--- config.mk ---
export PLATFORM = sky130hd
export DESIGN_NAME = snils_number_validator_flat
export DESIGN_NICKNAME = d
export VERILOG_FILES = /design/src/hdl/snils_pkg.sv /design/src/hdl/snils_stream_if.sv /design/src/hdl/snils_bcd_split.sv /design/src/hdl/snils_check_calc.sv /design/src/hdl/snils_number_validator.sv /design/src/flat_wrapper.sv
export SDC_FILE = /design/constraint.sdc
export NUM_CORES = 1
export LEC_CHECK = 0
export BUFFER_PORTS_ARGS = -buffer_cell sky130_fd_sc_hd__buf_2
export CAP_MARGIN = 15
export CORE_MARGIN = 2
export CORE_UTILIZATION = 45
export CTS_CLUSTER_SIZE = 14
export DETAILED_ROUTE_END_ITERATION = 10
export PLACE_DENSITY = 0.66
export RECOVER_POWER = 25
export SKIP_LAST_GASP = 1
export SLEW_MARGIN = 20
export SYNTH_ARGS = -nofsm -noshare
export SYNTH_HDL_FRONTEND = slang
export SYNTH_SLANG_ARGS = --single-unit
--- constraint.sdc ---
create_clock -name clk -period 14.3 [get_ports clk]
set_input_delay 2.145 -clock clk [delete_from_list [all_inputs] [get_ports clk]]
set_output_delay 2.145 -clock clk [all_outputs]
set_load 0.02 [all_outputs]
--- src/hdl/snils_pkg.sv ---
`timescale 1ns / 1ps

package snils_pkg;

	// widths of the number and of its decimal form
	localparam int NUM_W       = 37;
	localparam int DIGIT_W     = 4;
	localparam int NUM_DIGITS  = 11;
	localparam int BODY_DIGITS = 9;
	localparam int CHECK_W     = 7;
	// weighted sum peaks at 9 * 45 = 405
	localparam int SUM_W       = 9;

	// check value rule
	localparam logic [SUM_W-1:0] CHECK_MOD   = SUM_W'(101);
	localparam logic [SUM_W-1:0] CHECK_LIMIT = SUM_W'(100);
	localparam logic [SUM_W-1:0] CHECK_MOD2  = SUM_W'(2 * 101);
	localparam logic [SUM_W-1:0] CHECK_MOD3  = SUM_W'(3 * 101);
	localparam logic [SUM_W-1:0] CHECK_MOD4  = SUM_W'(4 * 101);

	typedef logic [DIGIT_W-1:0] digit_t;

	// input word
	typedef struct packed {
		logic [NUM_W-1:0] number_value;
	} num_word_t;

	// lowest eleven decimal digits, digit[0] least significant
	typedef struct packed {
		digit_t [NUM_DIGITS-1:0] digit;
	} bcd_word_t;

	// body sum, given check value and run flag
	typedef struct packed {
		logic [SUM_W-1:0]   sum;
		logic [CHECK_W-1:0] given;
		logic               repeat_fault;
	} sum_info_t;

	// result word
	typedef struct packed {
		logic               is_valid;
		logic               checksum_ok;
		logic               repeat_fault;
		logic [CHECK_W-1:0] expected_check;
	} result_word_t;

	// one double-dabble step: add 3 to digits of 5 or more, shift in the next bit
	function automatic bcd_word_t dabble_step(bcd_word_t b, logic msb);
		bcd_word_t                        adj;
		logic [NUM_DIGITS*DIGIT_W-1:0]    flat;
		adj = b;
		for (int d = 0; d < NUM_DIGITS; d++) begin
			if (b.digit[d] >= digit_t'(5)) begin
				adj.digit[d] = b.digit[d] + digit_t'(3);
			end
		end
		flat = adj;
		return {flat[NUM_DIGITS*DIGIT_W-2:0], msb};
	endfunction

endpackage

--- src/hdl/snils_stream_if.sv ---
`timescale 1ns / 1ps

interface snils_stream_if #(
	parameter type payload_t = logic
) ();
	logic     valid;
	logic     ready;
	payload_t payload;

	modport source (output valid, output payload, input ready);
	modport sink   (input valid, input payload, output ready);
endinterface

--- src/hdl/snils_bcd_split.sv ---
`timescale 1ns / 1ps

module snils_bcd_split #(
	parameter int DABBLE_STEPS = 5
) (
	input  logic           clk,
	input  logic           arst_n,
	snils_stream_if.sink   number,
	snils_stream_if.source bcd
);
	import snils_pkg::*;

	localparam int NumStages = (NUM_W + DABBLE_STEPS - 1) / DABBLE_STEPS;

	logic [NumStages-1:0] vld_s;
	logic [NumStages:0]   rdy;
	logic [NUM_W-1:0]     bin_s [NumStages];
	bcd_word_t            bcd_s [NumStages];

	// a stage takes a word when empty or when the next one moves on
	assign rdy[NumStages] = bcd.ready;
	assign number.ready   = rdy[0];

	for (genvar k = 0; k < NumStages; k++) begin : g_stage
		localparam int Left  = NUM_W - k * DABBLE_STEPS;
		localparam int Steps = (Left < DABBLE_STEPS) ? Left : DABBLE_STEPS;

		logic [NUM_W-1:0] bin_in;
		logic [NUM_W-1:0] bin_nx;
		bcd_word_t        bcd_in;
		bcd_word_t        bcd_nx;
		logic             vld_in;

		if (k == 0) begin : g_first
			assign bin_in = number.payload.number_value;
			assign bcd_in = '0;
			assign vld_in = number.valid;
		end else begin : g_next
			assign bin_in = bin_s[k-1];
			assign bcd_in = bcd_s[k-1];
			assign vld_in = vld_s[k-1];
		end

		// this stage's share of the binary to decimal conversion
		always_comb begin
			bin_nx = bin_in;
			bcd_nx = bcd_in;
			for (int i = 0; i < DABBLE_STEPS; i++) begin
				if (i < Steps) begin
					bcd_nx = dabble_step(bcd_nx, bin_nx[NUM_W-1]);
					bin_nx = {bin_nx[NUM_W-2:0], 1'b0};
				end
			end
		end

		assign rdy[k] = !vld_s[k] || rdy[k+1];

		// stage valid
		always_ff @(posedge clk or negedge arst_n) begin
			if (!arst_n) begin
				vld_s[k] <= 1'b0;
			end else if (rdy[k]) begin
				vld_s[k] <= vld_in;
			end
		end

		// stage data
		always_ff @(posedge clk) begin
			if (rdy[k] && vld_in) begin
				bin_s[k] <= bin_nx;
				bcd_s[k] <= bcd_nx;
			end
		end
	end

	assign bcd.valid   = vld_s[NumStages-1];
	assign bcd.payload = bcd_s[NumStages-1];

endmodule

--- src/hdl/snils_check_calc.sv ---
`timescale 1ns / 1ps

module snils_check_calc (
	input  logic           clk,
	input  logic           arst_n,
	snils_stream_if.sink   bcd,
	snils_stream_if.source info
);
	import snils_pkg::*;

	logic      vld_q;
	sum_info_t info_q;
	sum_info_t info_nx;

	assign bcd.ready = !vld_q || info.ready;

	// weighted body sum, given check value, runs of three equal digits
	always_comb begin
		info_nx.sum = '0;
		for (int j = 2; j < NUM_DIGITS; j++) begin
			info_nx.sum = info_nx.sum
				+ SUM_W'(bcd.payload.digit[j]) * SUM_W'(j - 1);
		end
		info_nx.given = CHECK_W'(bcd.payload.digit[1]) * CHECK_W'(10)
			+ CHECK_W'(bcd.payload.digit[0]);
		info_nx.repeat_fault = 1'b0;
		for (int j = 2; j < NUM_DIGITS - 2; j++) begin
			if (bcd.payload.digit[j] == bcd.payload.digit[j+1]
					&& bcd.payload.digit[j+1] == bcd.payload.digit[j+2]) begin
				info_nx.repeat_fault = 1'b1;
			end
		end
	end

	// output valid
	always_ff @(posedge clk or negedge arst_n) begin
		if (!arst_n) begin
			vld_q <= 1'b0;
		end else if (bcd.ready) begin
			vld_q <= bcd.valid;
		end
	end

	// output data
	always_ff @(posedge clk) begin
		if (bcd.ready && bcd.valid) begin
			info_q <= info_nx;
		end
	end

	assign info.valid   = vld_q;
	assign info.payload = info_q;

endmodule

--- src/hdl/snils_number_validator.sv ---
`timescale 1ns / 1ps

// Insurance number check-digit validator. Each word on number carries an
// eleven-digit value (nine body digits, then two check digits; digits above
// the eleventh are ignored) and yields exactly one word on result with the
// expected check value, the checksum match, the three-equal-digits flag and
// the overall verdict. One word is taken per clock cycle when result keeps
// up. The binary to decimal conversion runs as a pipeline doing up to
// DABBLE_STEPS double-dabble steps per stage, followed by one stage for the
// weighted sum and one for the mod-101 reduction into the result register.
// Every stage holds one word, so words keep flowing into the empty stages
// of the pipeline while a finished result waits to be taken.
module snils_number_validator #(
	parameter int DABBLE_STEPS = 5
) (
	input  logic           clk,
	input  logic           arst_n,
	snils_stream_if.sink   number,
	snils_stream_if.source result
);
	import snils_pkg::*;

	snils_stream_if #(.payload_t(bcd_word_t)) bcd_st ();
	snils_stream_if #(.payload_t(sum_info_t)) info_st ();

	snils_bcd_split #(
		.DABBLE_STEPS(DABBLE_STEPS)
	) u_split (
		.clk    (clk),
		.arst_n (arst_n),
		.number (number),
		.bcd    (bcd_st.source)
	);

	snils_check_calc u_calc (
		.clk    (clk),
		.arst_n (arst_n),
		.bcd    (bcd_st.sink),
		.info   (info_st.source)
	);

	logic             res_vld_q;
	result_word_t     res_q;
	logic [SUM_W-1:0] rem;
	logic [SUM_W-1:0] expect_val;
	result_word_t     res_nx;

	assign info_st.ready = !res_vld_q || result.ready;

	// sum mod 101 for sums up to 405, remainder 100 folds to 0
	always_comb begin
		priority if (info_st.payload.sum >= CHECK_MOD4) begin
			rem = info_st.payload.sum - CHECK_MOD4;
		end else if (info_st.payload.sum >= CHECK_MOD3) begin
			rem = info_st.payload.sum - CHECK_MOD3;
		end else if (info_st.payload.sum >= CHECK_MOD2) begin
			rem = info_st.payload.sum - CHECK_MOD2;
		end else if (info_st.payload.sum >= CHECK_MOD) begin
			rem = info_st.payload.sum - CHECK_MOD;
		end else begin
			rem = info_st.payload.sum;
		end
		expect_val = (rem == CHECK_LIMIT) ? '0 : rem;

		res_nx.expected_check = CHECK_W'(expect_val);
		res_nx.checksum_ok    = (info_st.payload.given == CHECK_W'(expect_val));
		res_nx.repeat_fault   = info_st.payload.repeat_fault;
		res_nx.is_valid       = res_nx.checksum_ok && !info_st.payload.repeat_fault;
	end

	// result valid
	always_ff @(posedge clk or negedge arst_n) begin
		if (!arst_n) begin
			res_vld_q <= 1'b0;
		end else if (info_st.ready) begin
			res_vld_q <= info_st.valid;
		end
	end

	// result data
	always_ff @(posedge clk) begin
		if (info_st.ready && info_st.valid) begin
			res_q <= res_nx;
		end
	end

	assign result.valid   = res_vld_q;
	assign result.payload = res_q;

	// verdict agrees with its two flags
	a_verdict: assert property (@(posedge clk) disable iff (!arst_n)
		result.valid |-> (result.payload.is_valid ==
			(result.payload.checksum_ok && !result.payload.repeat_fault)))
		else $error("verdict does not match checksum and repeat flags");

	// check value stays in two decimal digits
	a_range: assert property (@(posedge clk) disable iff (!arst_n)
		result.valid |-> (result.payload.expected_check <= CHECK_W'(99)))
		else $error("expected check value above 99");

	// an empty result register opens the whole pipeline
	a_flow: assert property (@(posedge clk) disable iff (!arst_n)
		!result.valid |-> number.ready)
		else $error("input stalled while result register is empty");

	// a word handed on by the sum stage lands in the result register next cycle
	a_advance: assert property (@(posedge clk) disable iff (!arst_n)
		(info_st.valid && info_st.ready) |=> result.valid)
		else $error("sum stage word lost on its way to the result register");

endmodule

--- src/flat_wrapper.sv ---
// flat-port wrapper written by rule: the top's interface ports become plain ports
module snils_number_validator_flat import snils_pkg::*;
#(
	parameter int DABBLE_STEPS = 5
)
  (clk, arst_n, number_valid, number_payload, number_ready, result_valid, result_payload, result_ready);
  snils_stream_if #(.payload_t(num_word_t)) number_i ();
  snils_stream_if #(.payload_t(result_word_t)) result_i ();
  input  logic clk;
  input  logic arst_n;
  input wire logic [$bits(number_i.valid)-1:0] number_valid;
  input wire logic [$bits(number_i.payload)-1:0] number_payload;
  output wire logic [$bits(number_i.ready)-1:0] number_ready;
  output wire logic [$bits(result_i.valid)-1:0] result_valid;
  output wire logic [$bits(result_i.payload)-1:0] result_payload;
  input wire logic [$bits(result_i.ready)-1:0] result_ready;
  assign number_i.valid = number_valid;
  assign number_i.payload = number_payload;
  assign number_ready = number_i.ready;
  assign result_valid = result_i.valid;
  assign result_payload = result_i.payload;
  assign result_i.ready = result_ready;
  snils_number_validator #(.DABBLE_STEPS(DABBLE_STEPS)) u_core (.clk(clk), .arst_n(arst_n), .number(number_i), .result(result_i));
endmodule
==> impl_metrics.sql <==
INSERT INTO impl_metrics (metric_group, metric, value, unit) VALUES
('sta', 'fmaxAchievable', '0.172', 'GHz'),
('sta', 'timing_worst_slew_pin_value', '1.04', 'ns'),
('final_layout', 'seq_area', '11400', 'µm²'),
('placed_design', 'place_congestion', '0.857', ''),
('sta', 'slew_headroom', '30.4', '%'),
('route', 'detail_route.first_pass.iterations', '5', ''),
('global_route', 'grt_pass1_vias', '27500', ''),
('final_layout', 'final_nets', '4578', ''),
('final_layout', 'fin_util', '49.2', '%'),
('final_layout', 'antenna_cells', '0', ''),
('setup_path', 'critPathMaxFanout', '5', ''),
('floorplanning', 'die_y', '291', 'µm'),
('final_layout', 'fill_count', '7689', ''),
('floorplanning', 'initial_utilization', '45.3', '%'),
('global_route', 'initial_antenna_violation_count', '0', ''),
('placed_design', 'portBuffers', '52', ''),
('global_route', 'grt_pass1_wl', '122', 'mm'),
('setup_path', 'path_class', 'in2out', ''),
('global_route', 'grt_util_met2', '30.0', '%'),
('run_status', 'run_status', 'finished, final reports clean', ''),
('global_route', 'gr-usage-met1', '20.4', '%'),
('global_route', 'gr_layer_usage_met3', '1.82', '%'),
('clock_network', 'cts_hold_repair.buffers', '0', ''),
('sta', 'slew_viol_final', '0', ''),
('clock_network', 'number_of_clock_buffers_inserted_by_tritoncts', '50', ''),
('placed_design', 'placed_cells_incl_taps', '5241', ''),
('setup_path', 'cp-end-kind', 'output port', ''),
('logic_synthesis', 'syn_nets', '4542', ''),
('global_route', 'grt_overflow', '0', ''),
('logic_synthesis', 'post_synth_instance_area', '37000', 'µm²'),
('route', 'routed_wl', '70.7', 'mm'),
('clock_network', 'cts_tree', 'done', ''),
('logic_synthesis', 'synth_ff_type', 'edfxtp_1', ''),
('sta', 'final-hold-violation-count', '0', ''),
('flow_run', 'max_cap_viol_count', '0', ''),
('global_route', 'grt.busiest_layer', 'met2', ''),
('floorplanning', 'dieWidth', '291', 'µm'),
('placed_design', 'dp_hpwl', '52.5', 'mm'),
('floorplanning', 'floorplan_core_area', '81700', 'µm²'),
('clock_network', 'cts-root-buf', 'clkbuf_16', ''),
('route', 'drc_errors', '0', ''),
('global_route', 'groute.usage.overall', '16.3', '%'),
('route', 'antenna_violating_nets_post_route', '0', ''),
('setup_path', 'worst_setup_path_start_kind', 'input port', ''),
('sta', 'hold-worst-slack', '0.416', 'ns'),
('logic_synthesis', 'syn_area_per_cell', '8.84', 'µm²'),
('floorplanning', 'fp-row-count', '105', ''),
('sta', 'final-setup-viol-count', '0', ''),
('final_layout', 'area_growth_syn_to_layout', '8.68', '%'),
('logic_synthesis', 'ys.warnings.count', '0', ''),
('sta', 'total_negative_setup_slack', '0', 'ns'),
('clock_network', 'clock_insertion_delay_worst_skew', '0.58', 'ns'),
('floorplanning', 'design.die.area', '84600', 'µm²'),
('route', 'drtIter0Drc', '1475', ''),
('setup_path', 'crit_path_frequent_cell', 'and3_1', ''),
('clock_network', 'cts.sink_count', '380', ''),
('setup_path', 'crit_required', '12.15', 'ns'),
('clock_network', 'cts.htree.levels', '2', ''),
('sta', 'fin_crit', '5.82', 'ns'),
('global_route', 'grt_start_max_net_pins', '47', ''),
('clock_network', 'max-clock-path-buffers', '3', ''),
('logic_synthesis', 'synthDistinctLibCells', '124', ''),
('route', 'routedWlPerCell', '13.3', 'µm'),
('final_layout', 'multi_input_comb_area', '23900', 'µm²'),
('sta', 'fin_skew', '0.0226', 'ns'),
('logic_synthesis', 'syn-instance-count', '4187', ''),
('setup_path', 'critical_path.max_stage_delay', '0.32', 'ns'),
('setup_path', 'cpMaxStageDelayCell', 'and3_1', ''),
('clock_network', 'post-cts-setup-buffers', '0', ''),
('logic_synthesis', 'async_flop_share', '2.63', '%'),
('clock_network', 'cts.repair.resized', '0', ''),
('sta', 'grt_setup_unrepaired', 'false', ''),
('logic_synthesis', 'synth-edff-count', '370', ''),
('min_path', 'hp-class', 'reg2reg', ''),
('setup_path', 'path_cells', 'buf_2, nor2b_1, and3_1, and3_1, and3_1, nand4_1, buf_2', ''),
('clock_network', 'clk_pin_slew', '0.06', 'ns'),
('route', 'avgViaCountPerCell', '5.60', ''),
('logic_synthesis', 'synth_seq_cells', '380', ''),
('final_layout', 'post_layout_nonfiller_instances', '5332', ''),
('setup_path', 'worstPathArrival', '3.67', 'ns'),
('logic_synthesis', 'ys_seq_area_share', '30.7', '%'),
('final_layout', 'drive_gt1_share', '8.78', '%'),
('sta', 'final.period_utilization', '40.7', '%'),
('floorplanning', 'num_ports', '53', ''),
('route', 'num_vias', '29900', '');
## metal layers
| layer | routed length, µm | share of wire, % |
|---|---|---|
| met1 | 32600 | 46 |
| met2 | 35000 | 50 |
| met3 | 1970 | 2.8 |
| met4 | 1040 | 1.5 |
| met5 | 0 | 0 |
## metrics by stage
step | setup slack, ns | cell area (µm²)
3_5_place_dp | 8.48 | 38400
2_1_floorplan | 8.84 | 37000
3_3_place_gp | 8.51 | 38400
6_report | 8.48 | 40200
4_1_cts | 8.46 | 40200
5_1_grt | 8.34 | 40200
## cell usage in the layout (no fill, tap or decap), types with 51 or more instances in the layout
cell type / Yosys / layout
o21ai_0: 298 / 298
a211oi_1: 60 / 60
inv_1: 364 / 364
o21ai_1: 58 / 58
ha_1: 267 / 267
nor2_1: 316 / 316
buf_2: 14 / 51
clkbuf_16: 0 / 51
o21a_1: 76 / 76
nor2b_1: 75 / 73
nor3_1: 78 / 78
a31oi_1: 68 / 68
xnor2_1: 145 / 145
nand3_1: 61 / 61
mux2i_1: 112 / 112
a21oi_1: 320 / 320
nand2b_1: 108 / 108
mux2_2: 71 / 69
xor2_1: 74 / 74
edfxtp_1: 370 / 370
nand2_1: 303 / 303
## flip-flops by register name, summed over array words and instances (netlist names)
name	cells
u_core.u_split.bcd.valid	1
u_core.u_calc.info.valid	1
u_core.u_split.bcd_s	224
u_core.u_calc.info.payload	17
u_core.u_split.bin_s	119
u_core.result.valid	1
u_core.result.payload	10
u_core.u_split.g_stage.vld_in	7
## critical path, delay by kind of cell
family,cells,cell delay [ns]
AND/OR/NAND/NOR,5,1.23
buffers and inverters,2,0.29
## cells in the mapped netlist, types with 23 or more instances
| master | number | share of area, % |
|---|---|---|
| o21a_1 | 76 | 1.5 |
| nand2b_1 | 108 | 1.8 |
| clkbuf_1 | 56 | 0.57 |
| mux2i_1 | 112 | 3.0 |
| and3_1 | 26 | 0.44 |
| a21oi_1 | 320 | 4.3 |
| a21o_1 | 43 | 0.87 |
| mux2_2 | 71 | 2.2 |
| and2_1 | 48 | 0.81 |
| nand2_1 | 303 | 3.1 |
| o211ai_1 | 47 | 0.95 |
| a22oi_1 | 24 | 0.49 |
| a31o_2 | 27 | 0.64 |
| a211oi_1 | 60 | 1.2 |
| xnor2_1 | 145 | 3.4 |
| nand3_1 | 61 | 0.82 |
| or2_2 | 23 | 0.39 |
| inv_1 | 364 | 3.7 |
| o21bai_1 | 29 | 0.59 |
| o21ai_1 | 58 | 0.78 |
| nor2_1 | 316 | 3.2 |
| o31ai_1 | 25 | 0.51 |
| or3_1 | 35 | 0.59 |
| nor2b_1 | 75 | 1.3 |
| nor3b_1 | 43 | 0.87 |
| a21boi_0 | 29 | 0.59 |
| edfxtp_1 | 370 | 30 |
| xor2_1 | 74 | 1.8 |
| o22ai_1 | 47 | 0.79 |
| ha_1 | 267 | 9.0 |
| o21ai_0 | 298 | 4.0 |
| fa_1 | 47 | 2.5 |
| nor3_1 | 78 | 1.1 |
| a31oi_1 | 68 | 1.1 |
## final cells by class
type | count | share of cell area, %
multi-input cells | 3355 | 59.5
repair buffers | 64 | 0.868
flip-flops and latches | 380 | 28.2
clock inverters | 33 | 1.26
well taps | 1070 | 3.33
inverters | 372 | 3.47
clock buffers | 58 | 3.29
## final timing paths
path                                               from                                to  slack [ns]  cells after the start
max in group asynchronous                        arst_n          u_core.u_split.bcd.valid       12.36                      1
min                         u_core.u_split.bin_s[0][20]       u_core.u_split.bin_s[1][25]        0.42                      0
max                                        result_ready                      number_ready        8.48                      7
min in group asynchronous                        arst_n  u_core.u_split.g_stage[3].vld_in        1.55                      1
max reg2reg                u_core.u_split.bcd_s[1][161]    u_core.u_calc.info.payload[16]        8.64                     20
min reg2reg                 u_core.u_split.bin_s[0][20]       u_core.u_split.bin_s[1][25]        0.42                      0
## kinds of logic after synthesis
group                    Yosys count  synth area share, %
AO/OA/AOI/OAI                   1414                 25.6
AND/OR/NAND/NOR                 1197                 16.0
buffers and inverters            452                 4.68
flip-flops                       380                 30.7
adder cells (fa/ha/maj)          322                 11.8
XOR/XNOR                         236                 5.95
multiplexers                     186                 5.29
Power is left out: the tool's default activity adds up to more than one toggle a clock period on the data nets, which glitch-free logic cannot reach.
